--- config.mk ---
export PLATFORM = sky130hd
export DESIGN_NAME = pi_controller_clamped_flat
export DESIGN_NICKNAME = d
export VERILOG_FILES = /design/src/rtl/pic_pkg.sv /design/src/rtl/pic_if.sv /design/src/rtl/pic_seq.sv /design/src/rtl/pic_dpath.sv /design/src/rtl/pi_controller_clamped.sv /design/src/flat_wrapper.sv
export SDC_FILE = /design/constraint.sdc
export NUM_CORES = 2
export LEC_CHECK = 0
export BUFFER_PORTS_ARGS = -buffer_cell sky130_fd_sc_hd__buf_2
export CAP_MARGIN = 10
export CORE_AREA = 2 2 277 279
export CTS_BUF_LIST = sky130_fd_sc_hd__clkbuf_4 sky130_fd_sc_hd__clkbuf_8
export CTS_CLUSTER_DIAMETER = 40
export DETAILED_ROUTE_END_ITERATION = 6
export DIE_AREA = 0 0 279 281
export GPL_ROUTABILITY_DRIVEN = 0
export PLACE_DENSITY = 0.63
export REMOVE_ABC_BUFFERS = 1
export SLEW_MARGIN = 20
export SYNTH_ARGS = -nofsm -noshare
export SYNTH_HDL_FRONTEND = slang
export SYNTH_HIERARCHICAL = 1
export SYNTH_SLANG_ARGS = --single-unit
--- constraint.sdc ---
create_clock -name clk -period 22.8 [get_ports clk]
set_input_delay 3.42 -clock clk [delete_from_list [all_inputs] [get_ports clk]]
set_output_delay 3.42 -clock clk [all_outputs]
set_load 0.01 [all_outputs]
--- src/rtl/pic_pkg.sv ---
// shared types, constants and microcode rom of the clamped pi controller
package pic_pkg;

    localparam int unsigned SampleW = 16;
    localparam int unsigned GainW   = 16;
    localparam int unsigned AccW    = 32;
    localparam int unsigned ErrW    = SampleW + 1;
    localparam int unsigned UpW     = 26;
    localparam int unsigned MulAW   = GainW + 1;
    localparam int unsigned ProdW   = MulAW + UpW;
    localparam int unsigned SumW    = ProdW + 1;
    localparam int unsigned CtrlW   = UpW + 1;
    localparam int unsigned StepW   = 3;
    localparam int unsigned CfgIdxW = 3;

    typedef enum logic [CfgIdxW-1:0] {
        CFG_KP_GAIN   = 3'd0,
        CFG_KI_GAIN   = 3'd1,
        CFG_OUT_LOW   = 3'd2,
        CFG_OUT_HIGH  = 3'd3,
        CFG_FORM_SEL  = 3'd4
    } cfg_idx_t;

    typedef enum logic [2:0] {
        UOP_ERR       = 3'd0,
        UOP_MUL_KP    = 3'd1,
        UOP_UP        = 3'd2,
        UOP_MUL_KI    = 3'd3,
        UOP_SUM       = 3'd4,
        UOP_CLAMP_ACC = 3'd5,
        UOP_OUT       = 3'd6,
        UOP_PRESET    = 3'd7
    } uop_t;

    typedef struct packed {
        uop_t             op;
        logic             last;
        logic             jmp_preset;
        logic [StepW-1:0] target;
    } ucode_t;

    typedef struct packed {
        logic [GainW-1:0]          kp_gain;
        logic [GainW-1:0]          ki_gain;
        logic signed [SampleW-1:0] out_low_limit;
        logic signed [SampleW-1:0] out_high_limit;
        logic                      form_select;
    } pic_cfg_t;

    typedef struct packed {
        logic active;
        uop_t op;
    } pic_ctl_t;

    localparam logic [StepW-1:0] StepPreset = 3'd7;

    function automatic ucode_t ucode_rom(input logic [StepW-1:0] addr);
        ucode_t w;
        w = '{op: UOP_ERR, last: 1'b0, jmp_preset: 1'b0, target: '0};
        unique case (addr)
            3'd0: w = '{op: UOP_ERR,       last: 1'b0, jmp_preset: 1'b1, target: StepPreset};
            3'd1: w = '{op: UOP_MUL_KP,    last: 1'b0, jmp_preset: 1'b0, target: '0};
            3'd2: w = '{op: UOP_UP,        last: 1'b0, jmp_preset: 1'b0, target: '0};
            3'd3: w = '{op: UOP_MUL_KI,    last: 1'b0, jmp_preset: 1'b0, target: '0};
            3'd4: w = '{op: UOP_SUM,       last: 1'b0, jmp_preset: 1'b0, target: '0};
            3'd5: w = '{op: UOP_CLAMP_ACC, last: 1'b0, jmp_preset: 1'b0, target: '0};
            3'd6: w = '{op: UOP_OUT,       last: 1'b1, jmp_preset: 1'b0, target: '0};
            3'd7: w = '{op: UOP_PRESET,    last: 1'b1, jmp_preset: 1'b0, target: '0};
            default: w = '{op: UOP_ERR, last: 1'b1, jmp_preset: 1'b0, target: '0};
        endcase
        return w;
    endfunction

endpackage

--- src/rtl/pic_if.sv ---
// valid/ready channel interfaces for request and result items
interface pic_req_if;
    logic                                    valid;
    logic                                    ready;
    logic                                    req_type;
    logic signed [pic_pkg::SampleW-1:0]      reference;
    logic signed [pic_pkg::SampleW-1:0]      feedback;
    logic signed [pic_pkg::SampleW-1:0]      integrator_preset;

    modport source (output valid, req_type, reference, feedback, integrator_preset,
                    input ready);
    modport sink   (input valid, req_type, reference, feedback, integrator_preset,
                    output ready);
endinterface

interface pic_res_if;
    logic                                    valid;
    logic                                    ready;
    logic signed [pic_pkg::SampleW-1:0]      control_out;
    logic signed [pic_pkg::SampleW-1:0]      integrator_value;

    modport source (output valid, control_out, integrator_value, input ready);
    modport sink   (input valid, control_out, integrator_value, output ready);
endinterface

--- src/rtl/pic_seq.sv ---
// microcode sequencer: step counter, rom fetch and preset jump
module pic_seq (
    input  logic                clk,
    input  logic                rst_n,
    input  logic                start,
    input  logic                start_preset,
    input  logic                out_free,
    output logic                idle,
    output pic_pkg::pic_ctl_t   ctl
);
    import pic_pkg::*;

    logic             busy_reg, busy_next;
    logic [StepW-1:0] step_reg, step_next;
    logic             preset_reg, preset_next;
    ucode_t           word;
    logic             active;

    assign word   = ucode_rom(step_reg);
    // last step waits until the result register is free
    assign active = busy_reg && !(word.last && !out_free);
    assign idle   = !busy_reg;
    assign ctl    = '{active: active, op: word.op};

    always_comb
    begin
        busy_next   = busy_reg;
        step_next   = step_reg;
        preset_next = preset_reg;
        if (start)
        begin
            busy_next   = 1'b1;
            step_next   = '0;
            preset_next = start_preset;
        end
        else if (active)
        begin
            if (word.last)
                busy_next = 1'b0;
            else if (word.jmp_preset && preset_reg)
                step_next = word.target;
            else
                step_next = step_reg + 1'b1;
        end
    end

    always_ff @(posedge clk or negedge rst_n)
    begin
        if (!rst_n)
        begin
            busy_reg   <= 1'b0;
            step_reg   <= '0;
            preset_reg <= 1'b0;
        end
        else
        begin
            busy_reg   <= busy_next;
            step_reg   <= step_next;
            preset_reg <= preset_next;
        end
    end

endmodule

--- src/rtl/pic_dpath.sv ---
// datapath: shared multiplier, integrator, clamps and result register
module pic_dpath (
    input  logic                               clk,
    input  logic                               rst_n,
    input  logic                               load,
    input  logic signed [pic_pkg::SampleW-1:0] reference,
    input  logic signed [pic_pkg::SampleW-1:0] feedback,
    input  logic signed [pic_pkg::SampleW-1:0] integrator_preset,
    input  pic_pkg::pic_cfg_t                  cfg,
    input  pic_pkg::pic_ctl_t                  ctl,
    input  logic                               res_ready,
    output logic                               out_free,
    output logic                               res_valid,
    output logic signed [pic_pkg::SampleW-1:0] control_out,
    output logic signed [pic_pkg::SampleW-1:0] integrator_value
);
    import pic_pkg::*;

    logic signed [SampleW-1:0] ref_reg, fb_reg, preset_reg;
    logic signed [ErrW-1:0]    err_reg;
    logic signed [ProdW-1:0]   prod_reg;
    logic signed [UpW-1:0]     up_reg;
    logic signed [SumW-1:0]    sum_reg;
    logic signed [AccW-1:0]    acc_reg;
    logic signed [SampleW-1:0] ctrl_out_reg, integ_out_reg;
    logic                      valid_reg;

    logic signed [MulAW-1:0]   mul_a;
    logic signed [UpW-1:0]     mul_b;
    logic signed [ProdW-1:0]   mul_p;
    logic signed [SumW-1:0]    acc_lo, acc_hi, acc_upper, acc_clamped;
    logic signed [CtrlW-1:0]   ctrl_sum, ctrl_lo, ctrl_hi, ctrl_upper, ctrl_clamped;
    logic                      emit;

    // one signed multiplier shared by both gain products
    always_comb
    begin
        if (ctl.op == UOP_MUL_KP)
        begin
            mul_a = $signed({1'b0, cfg.kp_gain});
            mul_b = UpW'(err_reg);
        end
        else
        begin
            mul_a = $signed({1'b0, cfg.ki_gain});
            mul_b = cfg.form_select ? UpW'(err_reg) : up_reg;
        end
    end
    assign mul_p = ProdW'(mul_a) * ProdW'(mul_b);

    // integrator clamp at q1.31, upper bound first so the low bound wins
    assign acc_lo      = SumW'($signed({cfg.out_low_limit, 16'h0000}));
    assign acc_hi      = SumW'($signed({cfg.out_high_limit, 16'h0000}));
    assign acc_upper   = (sum_reg > acc_hi) ? acc_hi : sum_reg;
    assign acc_clamped = (acc_upper < acc_lo) ? acc_lo : acc_upper;

    // output clamp at q1.15
    assign ctrl_sum     = CtrlW'(up_reg) + CtrlW'($signed(acc_reg[AccW-1 -: SampleW]));
    assign ctrl_lo      = CtrlW'(cfg.out_low_limit);
    assign ctrl_hi      = CtrlW'(cfg.out_high_limit);
    assign ctrl_upper   = (ctrl_sum > ctrl_hi) ? ctrl_hi : ctrl_sum;
    assign ctrl_clamped = (ctrl_upper < ctrl_lo) ? ctrl_lo : ctrl_upper;

    assign emit     = ctl.active && (ctl.op == UOP_OUT || ctl.op == UOP_PRESET);
    assign out_free = !valid_reg || res_ready;

    always_ff @(posedge clk)
    begin
        if (load)
        begin
            ref_reg    <= reference;
            fb_reg     <= feedback;
            preset_reg <= integrator_preset;
        end
        if (ctl.active)
        begin
            unique case (ctl.op)
                UOP_ERR:       err_reg  <= ErrW'(ref_reg) - ErrW'(fb_reg);
                UOP_MUL_KP:    prod_reg <= mul_p;
                UOP_UP:        up_reg   <= prod_reg[UpW+7:8];
                UOP_MUL_KI:    prod_reg <= mul_p;
                UOP_SUM:       sum_reg  <= SumW'(acc_reg) + SumW'(prod_reg);
                UOP_CLAMP_ACC: ;
                UOP_OUT:
                begin
                    ctrl_out_reg  <= ctrl_clamped[SampleW-1:0];
                    integ_out_reg <= acc_reg[AccW-1 -: SampleW];
                end
                UOP_PRESET:
                begin
                    ctrl_out_reg  <= '0;
                    integ_out_reg <= preset_reg;
                end
                default: ;
            endcase
        end
    end

    // integrator is state and resets to zero
    always_ff @(posedge clk or negedge rst_n)
    begin
        if (!rst_n)
        begin
            acc_reg   <= '0;
            valid_reg <= 1'b0;
        end
        else
        begin
            if (ctl.active && ctl.op == UOP_CLAMP_ACC)
                acc_reg <= acc_clamped[AccW-1:0];
            else if (ctl.active && ctl.op == UOP_PRESET)
                acc_reg <= {preset_reg, 16'h0000};
            if (emit)
                valid_reg <= 1'b1;
            else if (res_ready)
                valid_reg <= 1'b0;
        end
    end

    assign res_valid        = valid_reg;
    assign control_out      = ctrl_out_reg;
    assign integrator_value = integ_out_reg;

endmodule

--- src/rtl/pi_controller_clamped.sv ---
// a run item steps through err, mul_kp, up, mul_ki, sum, clamp_acc and out; a preset item
//   runs err and then jumps to preset; the microcode program steps one control word per cycle
//   through the single shared multiplier, unless held at the last step as below, and a new
//   item is taken only once the program of the previous one has ended
// results wait in an output register; the last step holds while it is full and not being taken
// reset: asynchronous active low; clears the integrator, the sequencer and the gains,
//   and sets the limits to full scale with series form selected
module pi_controller_clamped (
    input  logic                               clk,
    input  logic                               rst_n,
    pic_req_if.sink                            in_item,
    pic_res_if.source                          out_item,
    input  logic                               cfg_we,
    input  logic [pic_pkg::CfgIdxW-1:0]        cfg_index,
    input  logic [pic_pkg::SampleW-1:0]        cfg_data
);
    import pic_pkg::*;

    // configuration registers
    pic_cfg_t cfg_reg, cfg_next;

    // handshake between the request channel and the sequencer
    logic     seq_idle;
    logic     accept;
    logic     out_free;
    pic_ctl_t ctl;

    // a new item is taken only while no program is running
    assign in_item.ready = seq_idle;
    assign accept        = in_item.valid && seq_idle;

    // register writes; unknown indexes are dropped
    always_comb
    begin
        cfg_next = cfg_reg;
        if (cfg_we)
        begin
            unique case (cfg_index)
                CFG_KP_GAIN:  cfg_next.kp_gain        = cfg_data;
                CFG_KI_GAIN:  cfg_next.ki_gain        = cfg_data;
                CFG_OUT_LOW:  cfg_next.out_low_limit  = $signed(cfg_data);
                CFG_OUT_HIGH: cfg_next.out_high_limit = $signed(cfg_data);
                CFG_FORM_SEL: cfg_next.form_select    = cfg_data[0];
                default:      cfg_next = cfg_reg;
            endcase
        end
    end

    always_ff @(posedge clk or negedge rst_n)
    begin
        if (!rst_n)
        begin
            cfg_reg.kp_gain        <= '0;
            cfg_reg.ki_gain        <= '0;
            cfg_reg.out_low_limit  <= 16'sh8000;
            cfg_reg.out_high_limit <= 16'sh7fff;
            cfg_reg.form_select    <= 1'b0;
        end
        else
        begin
            cfg_reg <= cfg_next;
        end
    end

    // step counter and microcode rom
    pic_seq u_seq (
        .clk          (clk),
        .rst_n        (rst_n),
        .start        (accept),
        .start_preset (in_item.req_type),
        .out_free     (out_free),
        .idle         (seq_idle),
        .ctl          (ctl)
    );

    // arithmetic, integrator state and result register
    pic_dpath u_dpath (
        .clk               (clk),
        .rst_n             (rst_n),
        .load              (accept),
        .reference         (in_item.reference),
        .feedback          (in_item.feedback),
        .integrator_preset (in_item.integrator_preset),
        .cfg               (cfg_reg),
        .ctl               (ctl),
        .res_ready         (out_item.ready),
        .out_free          (out_free),
        .res_valid         (out_item.valid),
        .control_out       (out_item.control_out),
        .integrator_value  (out_item.integrator_value)
    );

endmodule

--- src/flat_wrapper.sv ---
// flat-port wrapper written by rule: the top's interface ports become plain ports
module pi_controller_clamped_flat import pic_pkg::*;
  (clk, rst_n, cfg_we, cfg_index, cfg_data, in_item_valid, in_item_req_type, in_item_reference, in_item_feedback, in_item_integrator_preset, in_item_ready, out_item_valid, out_item_control_out, out_item_integrator_value, out_item_ready);
  pic_req_if in_item_i ();
  pic_res_if out_item_i ();
  input  logic clk;
  input  logic rst_n;
  input  logic cfg_we;
  input  logic [pic_pkg::CfgIdxW-1:0] cfg_index;
  input  logic [pic_pkg::SampleW-1:0] cfg_data;
  input wire logic [$bits(in_item_i.valid)-1:0] in_item_valid;
  input wire logic [$bits(in_item_i.req_type)-1:0] in_item_req_type;
  input wire logic [$bits(in_item_i.reference)-1:0] in_item_reference;
  input wire logic [$bits(in_item_i.feedback)-1:0] in_item_feedback;
  input wire logic [$bits(in_item_i.integrator_preset)-1:0] in_item_integrator_preset;
  output wire logic [$bits(in_item_i.ready)-1:0] in_item_ready;
  output wire logic [$bits(out_item_i.valid)-1:0] out_item_valid;
  output wire logic [$bits(out_item_i.control_out)-1:0] out_item_control_out;
  output wire logic [$bits(out_item_i.integrator_value)-1:0] out_item_integrator_value;
  input wire logic [$bits(out_item_i.ready)-1:0] out_item_ready;
  assign in_item_i.valid = in_item_valid;
  assign in_item_i.req_type = in_item_req_type;
  assign in_item_i.reference = in_item_reference;
  assign in_item_i.feedback = in_item_feedback;
  assign in_item_i.integrator_preset = in_item_integrator_preset;
  assign in_item_ready = in_item_i.ready;
  assign out_item_valid = out_item_i.valid;
  assign out_item_control_out = out_item_i.control_out;
  assign out_item_integrator_value = out_item_i.integrator_value;
  assign out_item_i.ready = out_item_ready;
  pi_controller_clamped u_core (.clk(clk), .rst_n(rst_n), .in_item(in_item_i), .out_item(out_item_i), .cfg_we(cfg_we), .cfg_index(cfg_index), .cfg_data(cfg_data));
endmodule
Word-level counts from Yosys, hierarchy flattened
Memories as Yosys holds them, arrays and structs flattened.
Index checks and enable logic that the tools add are counted.

operators by class
  $add $sub $neg = 4
  multipliers = 1
  equality and inequality tests = 12
  mux-type cells = 20
  $lt $le $gt $ge = 4
  reduce and logical (&&, ||, !) cells = 33

operators by type and width
  cell                                                                    count
  32-bit 2-to-1 mux                                                       3
  16-bit case mux with 2 select lines                                     2
  26-bit 2-to-1 mux                                                       2
  32-bit by 43-bit adder with 44-bit output                               1
  44-bit by 32-bit > comparator with 1-bit output                         1
  44-bit by 32-bit less-than comparator with 1-bit output                 1
  44-bit 2-to-1 mux                                                       1
  17-bit by 26-bit multiplier with 43-bit output                          1
  16-bit 2-to-1 mux                                                       2
  26-bit by 16-bit adder with 27-bit output                               1
  27-bit by 16-bit > comparator with 1-bit output                         1
  27-bit by 16-bit less-than comparator with 1-bit output                 1
  27-bit 2-to-1 mux                                                       1
  2-bit AND reduction                                                     12
  16-bit by 16-bit subtractor with 17-bit output                          1
  3-bit equality test (second input constant)                             5
  3-bit by 2-bit equality test with 1-bit output (second input constant)  4
  3-bit 2-to-1 mux                                                        4
  2-bit nonzero test                                                      5
  1-bit logical AND                                                       7
  3-bit by 1-bit equality test with 1-bit output (second input constant)  2
  3-bit zero test                                                         2
  1-bit 2-to-1 mux                                                        5
  1-bit zero test                                                         4
  4 further kinds                                                         5

word-level totals
  memories = 1
  input port bits = 73
  bits in read-only memories = 64
  word-level logic and storage cells = 94
  register bits after elaboration = 313
  output and inout bits = 34

memories
  name             words  width  rd ports  clocked after Yosys merged registers in  write ports  RTL line       RTL
  (no name shown)  8      8      1         0                                        0            pic_pkg.sv:60  unique case (addr)

Longest topological paths before layout
  word-level depth = 9
  gate-level depth with buffers = 35
  gate-level depth less buffers = 32

By module
The synthesis kept the hierarchy.

by module, submodules not included
  module                 area each (um^2)  times used  seq. area each (um^2)  cells an instance
  pic_dpath              30695.7           1           7131.8                 3228
  pi_controller_clamped  2615.0            1           1646.6                 142
  pic_seq                289.0             1           125.1                  28

Worst setup path before layout
OpenSTA, ideal clock, no wires.

  kind = in2reg
  start = input port out_item_ready
  end = register u_core.u_dpath.sum_reg[0], enable pin
  arrival = 8074 ps
  stages = 5
  setup slack = 14170 ps
  required time = 22244 ps
  cells stage by stage = nand2b_1 > nor2_1 > nor2_1 > buf_4 > nor4bb_1

between the ends
  longest elaborated chain between the ends = 6

RTL lines
  what                                  RTL line            RTL
  from (decl)                           flat_wrapper.sv:20  input wire logic [$bits(out_item_i.ready)-1:0] out_item_ready;
  1-bit logical OR                      pic_dpath.sv:65     assign out_free = !valid_reg || res_ready;
  1-bit zero test                       pic_seq.sv:21       assign active = busy_reg && !(word.last && !out_free);
  1-bit logical AND                     pic_seq.sv:21
  1-bit zero test                       pic_seq.sv:21
  1-bit logical AND                     pic_seq.sv:21
  net u_core.u_seq.active               pic_seq.sv:17       logic active;
  2-bit AND reduction (no source line)  --
  to (signal assigned)                  pic_dpath.sv:82     UOP_SUM: sum_reg <= SumW'(acc_reg) + SumW'(prod_reg);
  to (decl)                             pic_dpath.sv:23     logic signed [SumW-1:0] sum_reg;

The timed path passes the listed nets, and every way through them passes these cells.
A chain may end at the register's enable or synchronous reset.

Worst setup path in the final report
  start = register u_core.u_seq.step_reg[0]
  end = register u_core.u_dpath.prod_reg[41], data pin

between the ends
  longest elaborated chain between the ends = 4
  elaborated cells on any way between the ends = 5

RTL lines
  what                                                           RTL line         RTL
  from (decl)                                                    pic_seq.sv:14    logic [StepW-1:0] step_reg, step_next;
  from (signal assigned)                                         pic_seq.sv:58    step_reg <= step_next;
  memory read 8 x 8 bit (*)                                      --
  3-bit by 1-bit equality test with 1-bit output (*)             pic_dpath.sv:38  if (ctl.op == UOP_MUL_KP)
  16-bit 2-to-1 mux / 26-bit 2-to-1 mux (equally long branches)  pic_dpath.sv:38
  17-bit by 26-bit multiplier with 43-bit output (*)             pic_dpath.sv:49  assign mul_p = ProdW'(mul_a) * ProdW'(mul_b);
  net u_core.u_dpath.mul_p[41]                                   pic_dpath.sv:30  logic signed [ProdW-1:0] mul_p;
  to (signal assigned)                                           pic_dpath.sv:79  UOP_MUL_KP: prod_reg <= mul_p;
  to (signal assigned)                                           pic_dpath.sv:81  UOP_MUL_KI: prod_reg <= mul_p;
  to (decl)                                                      pic_dpath.sv:21  logic signed [ProdW-1:0] prod_reg;

The timed path passes the listed nets; every way through them passes the cells marked *.

==> summary.md <==
| Metric | Value |
|---|---|
| Met2 layer wire length in the routed design | approximately 39 mm |
| Average vias per placed instance | 5.35 |
| Number of primary I/O pins | 107 |
| Routed Antenna Nets | 0 |
| Number of buffers inserted during clock tree synthesis | 59 |
| Aggregate global routing overflow | 0 |
| Syn Std Cell Area | 33,600 um^2 |
| Slew at the pin closest to its max-slew limit | 1.22 ns |
| Count of unique library cells instantiated by Yosys | 87 |
| Number of sinks on the clock net | 313 |
| Input/output buffers | 106 |
| Number of flip-flops in the largest register | 65 |
| Most used cell along the critical path | fa_1 |
| Slew HR | roughly 18% |
| Type of origin of the critical path | register |
| Total count of max-transition violations in the final report | 0 |
| Drt wl/cell | about 19 um |
| Max H-tree Level | 2 |
| Setup skew after layout | 0.0840 ns |
| DP Wirelength | 68.8 mm |
| Global-route wire length before repair | about 140 mm |
| RSZ-0062 raised after global routing | false |
| Post-synthesis to final-layout area growth | 8.74% |
| Proportion of synthesized chip area in sequential cells | 26.5% |
| Hold violation count in the final report | 0 |
| Share of flip-flops with an asynchronous set or reset after synthesis | 32.9% |
| Final-stage net count | 4,272 |
| Count of buffers added by post-CTS timing repair for setup | 0 |
| Number of gates resized after CTS | 0 |
| Residual DRC | 0 |
| Met3 wire length | 5.16 mm |
| Gate count of the mapped netlist | 3,398 |
| Total Neg Setup Slack | 0 ns |
| Hold-fix buffers, CTS | 0 |
| Portion of the clock cycle consumed by the worst path in the final layout | 39.8% |
| Synth warn | 6 |
| Overall die height | 281 um |
| Number of maximum-capacitance constraint violations | 0 |
| Hold Crit Depth | 0 |
| Die X | 279 um |
| Post-CTS clock slew at the launch and capture registers of the worst setup and hold paths | 0.06 ns |
| Longest Clk Path Bufs | 3 |
| Post-layout min period | 9.07 ns |
| Data arrival at the endpoint of the critical path | 9.44 ns |
| Core Box Area | 75,400 um^2 |
| Starting Density | 44.5% |
| Clock tree root driver cell | clkbuf_8 |
| Clk_lat worst skew | 0.71 ns |
| Standard-cell rows | 101 |
| 1st-iter DRT viols | between 1,500 and 2,000 |
| Crit path capture type | register |
| Max stage delay on crit path | 0.56 ns |
| Type of the most critical hold path | register to register |
| Vias in the first global route | ~25,000 |
| Global router's overall resource usage | 22.2% |
| Synthesized area per cell | between 9 and 10 um^2 |
| Post-Route WL | 85.0 mm |
| Number of flip-flops and latches in the synthesized netlist | 313 |
| Total number of vias | 24,200 |
| Post-Route M1 WL | roughly 38 mm |
| Initial DRT Pass Iterations | 5 |
| Startpoint-to-endpoint class of the critical path | register to register |
| Status | finished clean |
| Max Used Layer | met5 |
| Upper clock frequency limit | 110 MHz |
| Final setup violation count | 0 |
| Number of antenna violations at the first check in global routing | 3 |
| Number of synthesized flops with an enable pin | 210 |
| Die area | 78,400 um^2 |
| Data required time of the worst path | about 23 ns |
| Largest driver fanout on the critical path | 46 |
| Leading register cell type out of synthesis | edfxtp_1 |
| Slowest CP cell | fa_1 |
| Largest net degree at the start of global routing | 59 |
| Fraction of layout cells with a size suffix above 1 | around an eighth |
| TritonCTS clock tree | done |
| Worst reg2reg path depth | 29 |
Yosys cell counts (5+ instances only):
| master | n | area (um^2) |
|---|---|---|
| xor2_1 | 25 | 219 |
| nand2b_1 | 18 | 113 |
| and3_1 | 12 | 75.1 |
| or3_1 | 11 | 68.8 |
| o21ai_0 | 69 | 345 |
| a22o_1 | 16 | 140 |
| a21oi_1 | 128 | 641 |
| a21bo_2 | 7 | 70.1 |
| clkbuf_1 | 82 | 308 |
| nand4_1 | 27 | 169 |
| a2111oi_0 | 5 | 43.8 |
| and2_1 | 12 | 75.1 |
| mux2_2 | 94 | 1060 |
| o31ai_1 | 18 | 135 |
| xnor2_1 | 88 | 771 |
| o21ai_1 | 6 | 30.0 |
| o21a_1 | 26 | 195 |
| a211oi_1 | 21 | 158 |
| buf_2 | 6 | 30.0 |
| o21bai_1 | 16 | 120 |
| a31oi_1 | 7 | 43.8 |
| and4_1 | 5 | 43.8 |
| dfstp_2 | 16 | 420 |
| buf_6 | 5 | 56.3 |
| mux2_4 | 20 | 300 |
| nor2_1 | 208 | 781 |
| o211ai_1 | 8 | 60.1 |
| inv_1 | 622 | 2330 |
| nand2_1 | 467 | 1750 |
| dfrtp_1 | 87 | 2180 |
| a21o_1 | 74 | 556 |
| nor4_1 | 9 | 56.3 |
| buf_1 | 6 | 22.5 |
| nor3_1 | 28 | 140 |
| ha_1 | 300 | 3750 |
| nor2b_1 | 18 | 113 |
| o221ai_1 | 18 | 158 |
| fa_1 | 408 | 8170 |
| edfxtp_1 | 210 | 6310 |
| or2_2 | 7 | 43.8 |
| nor3b_1 | 6 | 45.0 |
| nand3_1 | 67 | 335 |
| mux2i_1 | 38 | 380 |
worst max-delay path, delay by kind of cell (launching register included):
kind	cells	cell delay, ns
XOR/XNOR	1	0.14
AO/OA/AOI/OAI	8	1.92
buffers and inverters	7	1.19
AND/OR/NAND/NOR	6	1.48
adder cells (fa/ha/maj)	7	3.39
flip-flops	1	0.55
final timing paths:
kind,slack (ns),start,endpoint
worst max-delay path,13.73,u_core/u_seq/step_reg[0],u_core/u_dpath/prod_reg[41]
min in group asynchronous,2.74,rst_n,u_core/u_seq/busy_reg
worst min register to register,0.45,u_core/u_dpath/prod_reg[9],u_core/u_dpath/up_reg[1]
worst max register to register,13.73,u_core/u_seq/step_reg[0],u_core/u_dpath/prod_reg[41]
max in group asynchronous,18.78,rst_n,u_core/cfg_reg[16]
worst min-delay path,0.45,u_core/u_dpath/prod_reg[9],u_core/u_dpath/up_reg[1]
layout by cell type, fill, tap and decap left out, drive strengths merged, types with 9 or more instances in the layout:
master,synthesis,final
a211oi,21,21
buf,20,134
nand4,27,27
and3,13,13
and2,12,12
o31ai,18,18
ha,300,300
nor2b,19,19
clkbuf,82,81
o221ai,18,18
or3,11,11
fa,408,408
a21o,74,74
nor2,208,208
dfstp,16,16
nor4,9,9
edfxtp,210,210
o21bai,16,16
o211ai,9,9
a22o,16,16
o21a,26,26
a21oi,129,129
o21ai,76,76
nand3,67,67
dfrtp,87,87
xor2,25,25
nand2,467,467
mux2,114,114
mux2i,38,38
xnor2,88,88
nor3,30,30
inv,622,626
clkinv,0,17
nand2b,18,18
cells by family after synthesis:
group / count (synthesis) / share of synthesized area (%)
AO/OA/AOI/OAI: 471 / 9.52
buffers and inverters: 724 / 8.33
adder cells (fa/ha/maj): 708 / 35.5
XOR/XNOR: 113 / 2.95
AND/OR/NAND/NOR: 917 / 12.0
multiplexers: 152 / 5.18
flip-flops: 313 / 26.5
routing by layer:
metal  global-route usage [%]  up-vias
met5                        0        -
met4                     8.06        2
met3                     2.98      163
met2                     36.2      739
met1                     30.3    11900
li1                         -    11400
metrics by stage:
step	hold slack, ns	util (%)	instances	cell area, um^2	setup WS (ns)
after floorplan	0.433	-	3296	33100	10.60
after global placement	0.455	46.6	4408	35200	14.07
after detailed placement	0.451	46.6	4408	35200	13.96
after CTS	0.443	48.4	4518	36500	13.83
after global routing	0.456	48.4	4519	36500	13.33
final	0.453	48.4	4519	36500	13.73
final cells by class:
type / count / area (um^2)
Multi-Input combinational cell: 2361 / 22000
Clock inverter: 29 / 345
Timing Repair Buffer: 134 / 743
Inverter: 622 / 2330
Sequential cell: 313 / 8900
Tap cell: 978 / 1220
Clock buffer: 81 / 1020
Antenna cell: 1 / 2.50
Fill cell: 6977 / 38900
Power is left out: the tool's default activity adds up to more than one toggle a clock period on the data nets, which glitch-free logic cannot reach.
